## src/hw/rtl/reader_writer_lock_manager_core_defines.svh

```systemverilog
// Assertion macros shared by the lock manager RTL.
`ifndef READER_WRITER_LOCK_MANAGER_CORE_DEFINES_SVH
`define READER_WRITER_LOCK_MANAGER_CORE_DEFINES_SVH

// Same-cycle implication, checked outside reset.
`define RWLM_ASSERT_NOW(label, clk, rst_n, cond, expr) \
    label: assert property (@(posedge clk) disable iff (!rst_n) (cond) |-> (expr)) \
        else $error("lock manager check failed");

// Next-cycle implication, checked outside reset.
`define RWLM_ASSERT_NEXT(label, clk, rst_n, cond, expr) \
    label: assert property (@(posedge clk) disable iff (!rst_n) (cond) |=> (expr)) \
        else $error("lock manager check failed");

`endif

```

## src/hw/rtl/rwlm_pkg.sv

```systemverilog
// Shared types, sizes and codes of the reader/writer lock manager.
package rwlm_pkg;

    localparam int LOCKS       = 16;
    localparam int LOCK_W      = $clog2(LOCKS);
    localparam int QUEUE_DEPTH = 8;
    localparam int QD_W        = $clog2(QUEUE_DEPTH);
    localparam int FILL_W      = QD_W + 1;
    localparam int TASKS       = 16;
    localparam int TASK_W      = $clog2(TASKS);
    localparam int COUNT_W     = 5;
    localparam int COUNT_MAX   = 31;
    localparam int WAITER_W    = TASK_W + 1;
    localparam int STORE_DEPTH = LOCKS * QUEUE_DEPTH;
    localparam int STORE_AW    = LOCK_W + QD_W;

    localparam int IN_DATA_W   = 16;
    localparam int OUT_DATA_W  = 8;

    // Input item modes.
    localparam logic MODE_ACQUIRE = 1'b0;
    localparam logic MODE_RELEASE = 1'b1;

    // Result kinds.
    localparam logic [1:0] KIND_ACQUIRE = 2'd0;
    localparam logic [1:0] KIND_WOKEN   = 2'd1;
    localparam logic [1:0] KIND_RELEASE = 2'd2;

    // Error codes.
    localparam logic [1:0] ERR_NONE      = 2'd0;
    localparam logic [1:0] ERR_FULL      = 2'd1;
    localparam logic [1:0] ERR_UNDERFLOW = 2'd2;
    localparam logic [1:0] ERR_IN_GROUP  = 2'd3;

    // Commands from the controller to the datapath.
    typedef struct packed {
        logic capture;
        logic acq_exec;
        logic rel_exec;
        logic wake_read;
        logic wake_exec;
        logic finish;
    } t_cmd;

    // Status from the datapath to the controller.
    typedef struct packed {
        logic is_release;
        logic freed;
        logic fill_zero;
        logic brk;
        logic stop;
        logic out_free;
    } t_status;

endpackage

```

## src/hw/rtl/rwlm_ram.sv

```systemverilog
// Generic simple dual-port RAM with registered read.
module rwlm_ram #(
    parameter int WIDTH = 8,
    parameter int DEPTH = 16
) (
    input  logic                     i_clk,
    input  logic                     i_we,
    input  logic [$clog2(DEPTH)-1:0] i_waddr,
    input  logic [WIDTH-1:0]         i_wdata,
    input  logic [$clog2(DEPTH)-1:0] i_raddr,
    output logic [WIDTH-1:0]         o_rdata
);

    logic [WIDTH-1:0] r_mem [DEPTH];
    logic [WIDTH-1:0] r_rdata;

    // One write and one registered read per cycle.
    always_ff @(posedge i_clk) begin
        if (i_we) begin
            r_mem[i_waddr] <= i_wdata;
        end
        r_rdata <= r_mem[i_raddr];
    end

    assign o_rdata = r_rdata;

endmodule

```

## src/hw/rtl/rwlm_ctrl.sv

```systemverilog
// Controller state machine of the lock manager.
module rwlm_ctrl (
    input  logic             i_clk,
    input  logic             i_rst_n,
    input  logic             i_in_valid,
    output logic             o_in_ready,
    input  rwlm_pkg::t_status i_status,
    output rwlm_pkg::t_cmd    o_cmd
);

    localparam logic [2:0] S_IDLE = 3'd0;
    localparam logic [2:0] S_EXEC = 3'd1;
    localparam logic [2:0] S_READ = 3'd2;
    localparam logic [2:0] S_WAKE = 3'd3;
    localparam logic [2:0] S_FIN  = 3'd4;

    logic [2:0] r_state;
    logic [2:0] n_state;

    // Next state and commands.
    always_comb begin
        n_state = r_state;
        o_cmd   = '0;
        case (r_state)
            S_IDLE: begin
                if (i_in_valid) begin
                    o_cmd.capture = 1'b1;
                    n_state       = S_EXEC;
                end
            end
            S_EXEC: begin
                if (i_status.out_free) begin
                    if (!i_status.is_release) begin
                        o_cmd.acq_exec = 1'b1;
                        n_state        = S_IDLE;
                    end else begin
                        o_cmd.rel_exec = 1'b1;
                        n_state        = i_status.freed ? S_READ : S_IDLE;
                    end
                end
            end
            S_READ: begin
                if (i_status.fill_zero) begin
                    n_state = S_FIN;
                end else begin
                    o_cmd.wake_read = 1'b1;
                    n_state         = S_WAKE;
                end
            end
            S_WAKE: begin
                if (i_status.out_free) begin
                    if (i_status.brk) begin
                        n_state = S_FIN;
                    end else begin
                        o_cmd.wake_exec = 1'b1;
                        n_state         = i_status.stop ? S_FIN : S_READ;
                    end
                end
            end
            S_FIN: begin
                if (i_status.out_free) begin
                    o_cmd.finish = 1'b1;
                    n_state      = S_IDLE;
                end
            end
            default: begin
                n_state = S_IDLE;
            end
        endcase
    end

    always_ff @(posedge i_clk) begin
        if (!i_rst_n) begin
            r_state <= S_IDLE;
        end else begin
            r_state <= n_state;
        end
    end

    assign o_in_ready = (r_state == S_IDLE);

endmodule

```

## src/hw/rtl/rwlm_datapath.sv

```systemverilog
// Lock table state, waiter store and output register of the lock manager.
module rwlm_datapath (
    input  logic                              i_clk,
    input  logic                              i_rst_n,
    input  rwlm_pkg::t_cmd                    i_cmd,
    output rwlm_pkg::t_status                 o_status,
    input  logic [rwlm_pkg::IN_DATA_W-1:0]    i_in_data,
    input  logic                              i_in_mode,
    input  logic                              i_in_last,
    input  logic                              i_out_ready,
    output logic                              o_out_valid,
    output logic [rwlm_pkg::OUT_DATA_W-1:0]   o_out_data,
    output logic [1:0]                        o_out_kind,
    output logic                              o_out_last
);

    // Captured input item.
    logic                          r_mode;
    logic [rwlm_pkg::TASK_W-1:0]   r_task;
    logic [rwlm_pkg::LOCK_W-1:0]   r_lock;
    logic                          r_excl;
    logic                          r_gend;

    // Lock table and per-task counts.
    logic [rwlm_pkg::COUNT_W-1:0]  r_shared [rwlm_pkg::LOCKS];
    logic [rwlm_pkg::COUNT_W-1:0]  n_shared [rwlm_pkg::LOCKS];
    logic                          r_xheld  [rwlm_pkg::LOCKS];
    logic                          n_xheld  [rwlm_pkg::LOCKS];
    logic [rwlm_pkg::QD_W-1:0]     r_head   [rwlm_pkg::LOCKS];
    logic [rwlm_pkg::QD_W-1:0]     n_head   [rwlm_pkg::LOCKS];
    logic [rwlm_pkg::FILL_W-1:0]   r_fill   [rwlm_pkg::LOCKS];
    logic [rwlm_pkg::FILL_W-1:0]   n_fill   [rwlm_pkg::LOCKS];
    logic [rwlm_pkg::COUNT_W-1:0]  r_pend   [rwlm_pkg::TASKS];
    logic [rwlm_pkg::COUNT_W-1:0]  n_pend   [rwlm_pkg::TASKS];
    logic                          r_group_open;
    logic                          n_group_open;
    logic                          r_group_waits;
    logic                          n_group_waits;

    // Output register.
    logic                          r_ov;
    logic                          n_ov;
    logic [1:0]                    r_kind;
    logic [rwlm_pkg::TASK_W-1:0]   r_otask;
    logic                          r_queued;
    logic                          r_wait;
    logic [1:0]                    r_err;
    logic                          r_olast;

    // Result built this cycle.
    logic                          emit;
    logic [1:0]                    e_kind;
    logic [rwlm_pkg::TASK_W-1:0]   e_task;
    logic                          e_queued;
    logic                          e_wait;
    logic [1:0]                    e_err;
    logic                          e_last;

    // Views of the selected lock.
    logic [rwlm_pkg::COUNT_W-1:0]  cur_shared;
    logic                          cur_xheld;
    logic [rwlm_pkg::QD_W-1:0]     cur_head;
    logic [rwlm_pkg::FILL_W-1:0]   cur_fill;
    logic                          must_queue;
    logic                          queue_full;
    logic                          freed;

    // Waiter store access.
    logic                          ram_we;
    logic [rwlm_pkg::STORE_AW-1:0] ram_waddr;
    logic [rwlm_pkg::WAITER_W-1:0] ram_wdata;
    logic [rwlm_pkg::STORE_AW-1:0] ram_raddr;
    logic [rwlm_pkg::WAITER_W-1:0] ram_rdata;
    logic [rwlm_pkg::TASK_W-1:0]   w_task;
    logic                          w_excl;

    assign cur_shared = r_shared[r_lock];
    assign cur_xheld  = r_xheld[r_lock];
    assign cur_head   = r_head[r_lock];
    assign cur_fill   = r_fill[r_lock];
    assign queue_full = (cur_fill == rwlm_pkg::FILL_W'(rwlm_pkg::QUEUE_DEPTH));
    assign must_queue = (cur_fill != '0) ||
                        (r_excl ? ((cur_shared != '0) || cur_xheld) : cur_xheld);
    assign freed      = !r_group_open &&
                        (r_excl || (cur_shared == rwlm_pkg::COUNT_W'(1)));

    assign w_task = ram_rdata[rwlm_pkg::WAITER_W-1:1];
    assign w_excl = ram_rdata[0];

    assign ram_we    = i_cmd.acq_exec && must_queue && !queue_full;
    assign ram_waddr = {r_lock, cur_head + cur_fill[rwlm_pkg::QD_W-1:0]};
    assign ram_wdata = {r_task, r_excl};
    assign ram_raddr = {r_lock, cur_head};

    rwlm_ram #(
        .WIDTH (rwlm_pkg::WAITER_W),
        .DEPTH (rwlm_pkg::STORE_DEPTH)
    ) u_waiters (
        .i_clk   (i_clk),
        .i_we    (ram_we),
        .i_waddr (ram_waddr),
        .i_wdata (ram_wdata),
        .i_raddr (ram_raddr),
        .o_rdata (ram_rdata)
    );

    // Status toward the controller.
    assign o_status.is_release = (r_mode == rwlm_pkg::MODE_RELEASE);
    assign o_status.freed      = freed;
    assign o_status.fill_zero  = (cur_fill == '0);
    assign o_status.brk        = w_excl && (cur_shared != '0);
    assign o_status.stop       = w_excl;
    assign o_status.out_free   = !r_ov || i_out_ready;

    // Table updates and result selection for each command.
    always_comb begin
        logic gw;
        n_shared      = r_shared;
        n_xheld       = r_xheld;
        n_head        = r_head;
        n_fill        = r_fill;
        n_pend        = r_pend;
        n_group_open  = r_group_open;
        n_group_waits = r_group_waits;
        emit          = 1'b0;
        e_kind        = rwlm_pkg::KIND_RELEASE;
        e_task        = '0;
        e_queued      = 1'b0;
        e_wait        = 1'b0;
        e_err         = rwlm_pkg::ERR_NONE;
        e_last        = 1'b1;
        gw            = r_group_open && r_group_waits;

        if (i_cmd.acq_exec) begin
            emit   = 1'b1;
            e_kind = rwlm_pkg::KIND_ACQUIRE;
            e_task = r_task;
            if (must_queue) begin
                if (queue_full) begin
                    e_err = rwlm_pkg::ERR_FULL;
                end else begin
                    n_fill[r_lock] = cur_fill + 1'b1;
                    if (r_pend[r_task] != rwlm_pkg::COUNT_W'(rwlm_pkg::COUNT_MAX)) begin
                        n_pend[r_task] = r_pend[r_task] + 1'b1;
                    end
                    e_queued = 1'b1;
                    gw       = 1'b1;
                end
            end else if (r_excl) begin
                n_xheld[r_lock] = 1'b1;
            end else if (cur_shared != rwlm_pkg::COUNT_W'(rwlm_pkg::COUNT_MAX)) begin
                n_shared[r_lock] = cur_shared + 1'b1;
            end
            e_wait        = r_gend && gw;
            n_group_open  = !r_gend;
            n_group_waits = !r_gend && gw;
        end

        if (i_cmd.rel_exec) begin
            if (r_group_open) begin
                emit  = 1'b1;
                e_err = rwlm_pkg::ERR_IN_GROUP;
            end else if (r_excl) begin
                n_xheld[r_lock] = 1'b0;
            end else if (cur_shared == '0) begin
                emit  = 1'b1;
                e_err = rwlm_pkg::ERR_UNDERFLOW;
            end else begin
                n_shared[r_lock] = cur_shared - 1'b1;
                emit             = !freed;
            end
        end

        // One waiter leaves the head of the queue.
        if (i_cmd.wake_exec) begin
            if (w_excl) begin
                n_xheld[r_lock] = 1'b1;
            end else if (cur_shared != rwlm_pkg::COUNT_W'(rwlm_pkg::COUNT_MAX)) begin
                n_shared[r_lock] = cur_shared + 1'b1;
            end
            n_head[r_lock] = cur_head + 1'b1;
            n_fill[r_lock] = cur_fill - 1'b1;
            if (r_pend[w_task] != '0) begin
                n_pend[w_task] = r_pend[w_task] - 1'b1;
                if (r_pend[w_task] == rwlm_pkg::COUNT_W'(1)) begin
                    emit   = 1'b1;
                    e_kind = rwlm_pkg::KIND_WOKEN;
                    e_task = w_task;
                    e_last = 1'b0;
                end
            end
        end

        if (i_cmd.finish) begin
            emit = 1'b1;
        end
    end

    assign n_ov = emit ? 1'b1 : (i_out_ready ? 1'b0 : r_ov);

    // Control and table state.
    always_ff @(posedge i_clk) begin
        if (!i_rst_n) begin
            for (int i = 0; i < rwlm_pkg::LOCKS; i++) begin
                r_shared[i] <= '0;
                r_xheld[i]  <= 1'b0;
                r_head[i]   <= '0;
                r_fill[i]   <= '0;
            end
            for (int t = 0; t < rwlm_pkg::TASKS; t++) begin
                r_pend[t] <= '0;
            end
            r_group_open  <= 1'b0;
            r_group_waits <= 1'b0;
            r_ov          <= 1'b0;
        end else begin
            r_shared      <= n_shared;
            r_xheld       <= n_xheld;
            r_head        <= n_head;
            r_fill        <= n_fill;
            r_pend        <= n_pend;
            r_group_open  <= n_group_open;
            r_group_waits <= n_group_waits;
            r_ov          <= n_ov;
        end
    end

    // Captured item and output payload.
    always_ff @(posedge i_clk) begin
        if (i_cmd.capture) begin
            r_mode <= i_in_mode;
            r_task <= i_in_data[rwlm_pkg::TASK_W-1:0];
            r_lock <= i_in_data[4 +: rwlm_pkg::LOCK_W];
            r_excl <= i_in_data[8];
            r_gend <= i_in_last;
        end
        if (emit) begin
            r_kind   <= e_kind;
            r_otask  <= e_task;
            r_queued <= e_queued;
            r_wait   <= e_wait;
            r_err    <= e_err;
            r_olast  <= e_last;
        end
    end

    assign o_out_valid = r_ov;
    assign o_out_data  = {r_err, r_wait, r_queued, r_otask};
    assign o_out_kind  = r_kind;
    assign o_out_last  = r_olast;

endmodule

```

## src/hw/rtl/reader_writer_lock_manager_core.sv

```systemverilog
// Top level of the reader/writer lock manager.
//
// Input items arrive on the s_axis channel: tdata carries requester,
// lock_index and exclusive, tuser the mode (acquire or release) and
// tlast the end of an acquire group. Results leave on m_axis: tdata
// carries task_id, queued, must_wait and error, tuser the result kind
// and tlast the final result of an input item.
// One item is handled at a time. An acquire, or a release that leaves its
// lock held, is captured in IDLE and has its result registered in EXEC once
// the output register is free. A release that frees the lock then reads
// each waiter through the single read port of the waiter store in READ,
// updates the table in WAKE, stops at a writer and ends in FIN; the
// queue of a lock holds at most 8 waiters.
// The next item is accepted as soon as the previous one has produced its
// last result, even if that result still sits in the output register.
// When the receiver stalls, the output register holds its result and
// the engine waits before producing the next one.
// Synchronous reset clears all holder counts, flags, queues and pending
// counts; the waiter store needs no clearing.
`include "reader_writer_lock_manager_core_defines.svh"

module reader_writer_lock_manager_core (
    input  logic                            i_clk,
    input  logic                            i_rst_n,
    input  logic                            s_axis_tvalid,
    output logic                            s_axis_tready,
    // [3:0] requester, [7:4] lock_index, [8] exclusive, [15:9] zero
    input  logic [rwlm_pkg::IN_DATA_W-1:0]  s_axis_tdata,
    // [0] mode
    input  logic [0:0]                      s_axis_tuser,
    input  logic                            s_axis_tlast,
    output logic                            m_axis_tvalid,
    input  logic                            m_axis_tready,
    // [3:0] task_id, [4] queued, [5] must_wait, [7:6] error
    output logic [rwlm_pkg::OUT_DATA_W-1:0] m_axis_tdata,
    // [1:0] kind
    output logic [1:0]                      m_axis_tuser,
    output logic                            m_axis_tlast
);

    rwlm_pkg::t_cmd    cmd;
    rwlm_pkg::t_status status;

    rwlm_ctrl u_ctrl (
        .i_clk      (i_clk),
        .i_rst_n    (i_rst_n),
        .i_in_valid (s_axis_tvalid),
        .o_in_ready (s_axis_tready),
        .i_status   (status),
        .o_cmd      (cmd)
    );

    rwlm_datapath u_dp (
        .i_clk       (i_clk),
        .i_rst_n     (i_rst_n),
        .i_cmd       (cmd),
        .o_status    (status),
        .i_in_data   (s_axis_tdata),
        .i_in_mode   (s_axis_tuser[0]),
        .i_in_last   (s_axis_tlast),
        .i_out_ready (m_axis_tready),
        .o_out_valid (m_axis_tvalid),
        .o_out_data  (m_axis_tdata),
        .o_out_kind  (m_axis_tuser),
        .o_out_last  (m_axis_tlast)
    );

    // Items are handled one at a time.
    `RWLM_ASSERT_NEXT(a_one_item, i_clk, i_rst_n, s_axis_tvalid && s_axis_tready, !s_axis_tready)
    // A woken-task result is never the final result of a release.
    `RWLM_ASSERT_NOW(a_woken_not_last, i_clk, i_rst_n, m_axis_tvalid && (m_axis_tuser == rwlm_pkg::KIND_WOKEN), !m_axis_tlast)
    // An error always ends the item's results.
    `RWLM_ASSERT_NOW(a_error_last, i_clk, i_rst_n, m_axis_tvalid && (m_axis_tdata[7:6] != rwlm_pkg::ERR_NONE), m_axis_tlast)

endmodule
```

## config.mk

```make
export PLATFORM = sky130hd
export DESIGN_NAME = reader_writer_lock_manager_core
export DESIGN_NICKNAME = d
export VERILOG_FILES = /design/src/hw/rtl/rwlm_pkg.sv /design/src/hw/rtl/rwlm_ram.sv /design/src/hw/rtl/rwlm_ctrl.sv /design/src/hw/rtl/rwlm_datapath.sv /design/src/hw/rtl/reader_writer_lock_manager_core.sv
export VERILOG_INCLUDE_DIRS = /design/src /design/src/hw/rtl
export SDC_FILE = /design/constraint.sdc
export NUM_CORES = 2
export LEC_CHECK = 0
export BUFFER_PORTS_ARGS = -buffer_cell sky130_fd_sc_hd__buf_2
export CORE_MARGIN = 8
export CORE_UTILIZATION = 30
export DETAILED_ROUTE_END_ITERATION = 10
export RECOVER_POWER = 50
export SYNTH_ARGS = -nofsm -noshare
export SYNTH_HDL_FRONTEND = slang
export SYNTH_HIERARCHICAL = 1
export SYNTH_SLANG_ARGS = --single-unit
```

## constraint.sdc

```tcl
create_clock -name i_clk -period 15.5 [get_ports i_clk]
set_input_delay 0.775 -clock i_clk [delete_from_list [all_inputs] [get_ports i_clk]]
set_output_delay 0.775 -clock i_clk [all_outputs]
set_load 0.03 [all_outputs]
```

==> reports/metrics.csv <==
stage,metric,value,unit
worst_setup_path,cp_max_fo,43,
floorplan,core_area,0.139,mm^2
global_routing,grt_pass1_vias,24100,
place,pre_cts_ws,8500,ps
run,cap_violations,12,
timing,fin_skew,43.5,ps
timing,finalHoldViolCount,0,
timing,worst_slack,5230,ps
timing,min_period_over_period,0.663,
cells_and_area,fin_cells,4716,
timing,slew_viol_final,803,
cells_and_area,final_layout_size_suffix_gt1_frac,0.220,
place,placed_area,0.0439,mm^2
worst_setup_path,cp.buffers_inverters,5,
cells_and_area,fin_nets,2794,
floorplan,ios,35,
place,gp_congestion,0.818,
cells_and_area,final_common_cell,edfxtp_1,
clock_network,cts_made_buffers,96,
worst_setup_path,critPathTopFamily,buffers and inverters,
global_routing,grt_overflow,0,
global_routing,grt_max_degree,117,
worst_setup_path,cp_cell_sequence,clkbuf_1 > clkbuf_1 > mux4_2 > a22o_1 > a221oi_1 > ha_1 > inv_1 > a211o_1 > o22ai_1 > nor2_1 > nor2_4 > buf_4 > nand2_1 > nor4_1 > buf_4 > a211o_1 > nor2_1 > a21oi_1,
timing,relSlewSlack,-2.18,
pwr,ir_worst_vdd,0.0844,mV
run_status,violations,"max-capacitance violations, max-slew violations",
clock_network,cts_tree,yes,
worst_setup_path,crit_path_start_kind,register,
worst_hold_path,hold_path.startpoint,s_axis_tdata[8],
logic_synthesis,avgSynthCellArea,15.0,um^2
global_routing,grt_usage,0.129,
logic_synthesis,syn_area,0.0420,mm^2
global_routing,antenna_found_initial,1,
worst_setup_path,critPathMaxStageDelay,2370,ps
floorplan,die_y,390,um
cells_and_area,nFillCells,13400,
cells_and_area,syn_to_final_growth,11.5,%
timing,timing.fmax,97.4,MHz
cells_and_area,final_area,0.0469,mm^2
drt,drc,0,
clock_network,h-tree-depth,3,
drt,post_drt_wl_per_cell,21.5,um
place,hpwl,62.8,mm
worst_setup_path,crit_type,reg2reg,
worst_setup_path,cp-startpoint,u_dp/r_lock[0],
drt,first_iter_violations,2439,
floorplan,die_area,0.152,mm^2
clock_network,clk_path_buf_depth,3,
cells_and_area,fin_util,0.336,
clock_network,clk_latency,670,ps
logic_synthesis,syn_nets,2839,
drt,via_per_inst,5.18,
clock_network,cts_resized,0,
floorplan,rows,137,
drt,ant_nets,0,
worst_setup_path,r2r_start,u_dp/r_lock[0],
cells_and_area,mostFrequentLayoutCells,"edfxtp_1, nor2_1, mux4_2, dfxtp_1, nand2_1",
floorplan,initial_core_util,0.302,
cells_and_area,diodes,0,
clock_network,cts.clk_slew.worst_paths,60,ps
pwr,power.total,5.27,mW
timing,fin_crit,10270,ps
timing,setup_viol,0,
drt,first_pass_iters,5,
logic_synthesis,yosys_warnings,6,
drt,vias,24400,
clock_network,cts_setup_buffers,0,
clock_network,cts-hold-fix-buffers,0,
place,io_buffer_count,27,
worst_setup_path,crit_required,15760,ps
place,dp.cells,4536,
timing,final.setup.tns,0,ps
clock_network,clock_sinks,961,
pwr,p_leak,14.1,nW
drt,wl,101,mm
worst_hold_path,hp-class,in2reg,
clock_network,root_buffer,clkbuf_16,
run_status,status,"finished, violations left",
pwr,power_density,112,mW/mm^2
worst_setup_path,cp-end-kind,register,
timing,rsz0062_at_grt,no,
worst_setup_path,critPathArrivalTime,10530,ps
floorplan,die_w,390,um
timing,tightest_slew,4770,ps
worst_setup_path,crit_path_top_delay_cell,clkbuf_1,
timing,hold_slack,280,ps
logic_synthesis,synthCells,2803,
global_routing,grt_pass1_wl,154,mm
==> flip-flops by register name (all words and copies together), names as in the netlist, 3 cells and up <==
name                    cells
u_dp/r_pend                80
u_dp/r_xheld               16
u_ctrl/r_state              3
u_dp/r_task                 4
u_dp/u_waiters/r_mem      640
u_dp/r_otask                4
u_dp/r_shared              80
u_dp/u_waiters/o_rdata      5
u_dp/r_head                48
u_dp/r_fill                64
u_dp/r_lock                 4
==> power breakdown <==
group / internal (mW) / leakage [nW] / switching (mW)
Sequential: 2.76 / 8.36 / 0.0129
Combinational: 0.0571 / 4.23 / 0.165
Clock: 1.29 / 1.52 / 0.991
Total: 4.10 / 14.1 / 1.17
==> routing by layer <==
layer | GRT usage | wire (um) | vias up
li1 | - | - | 11000
met1 | 0.179 | 45200 | 12600
met2 | 0.206 | 47600 | 744
met3 | 0.0243 | 6060 | 150
met4 | 0.0339 | 2460 | 0
met5 | 0 | 0 | -
==> final cells by class <==
| class | instances | area [um^2] | share of cell area |
|---|---|---|---|
| multi-input cells | 1595 | 15000 | 0.320 |
| clock buffers | 122 | 2580 | 0.0551 |
| inverters | 27 | 104 | 0.00222 |
| repair buffers | 77 | 458 | 0.00977 |
| clock inverters | 58 | 519 | 0.0111 |
| flip-flops and latches | 961 | 25900 | 0.552 |
| well taps | 1876 | 2350 | 0.0501 |
==> final timing paths <==
kind | depth (start not counted) | slack, ps | endpoint
hold reg to reg | 2 | 460 | u_dp/r_fill[57]
hold / removal | 1 | 280 | u_dp/r_excl
setup / recovery | 18 | 5230 | u_dp/r_otask[3]
setup reg to reg | 18 | 5230 | u_dp/r_otask[3]
==> worst register-to-register path, cell delays in order (launching register included) <==
cell,delay (ps)
edfxtp_1,320
clkbuf_1,1990
clkbuf_1,2380
mux4_2,770
a22o_1,260
a221oi_1,510
ha_1,290
inv_1,70
a211o_1,260
o22ai_1,620
nor2_1,220
nor2_4,140
buf_4,400
nand2_1,110
nor4_1,200
buf_4,240
a211o_1,140
nor2_1,40
a21oi_1,870
Note: power is estimated with default switching activity, not from simulation.
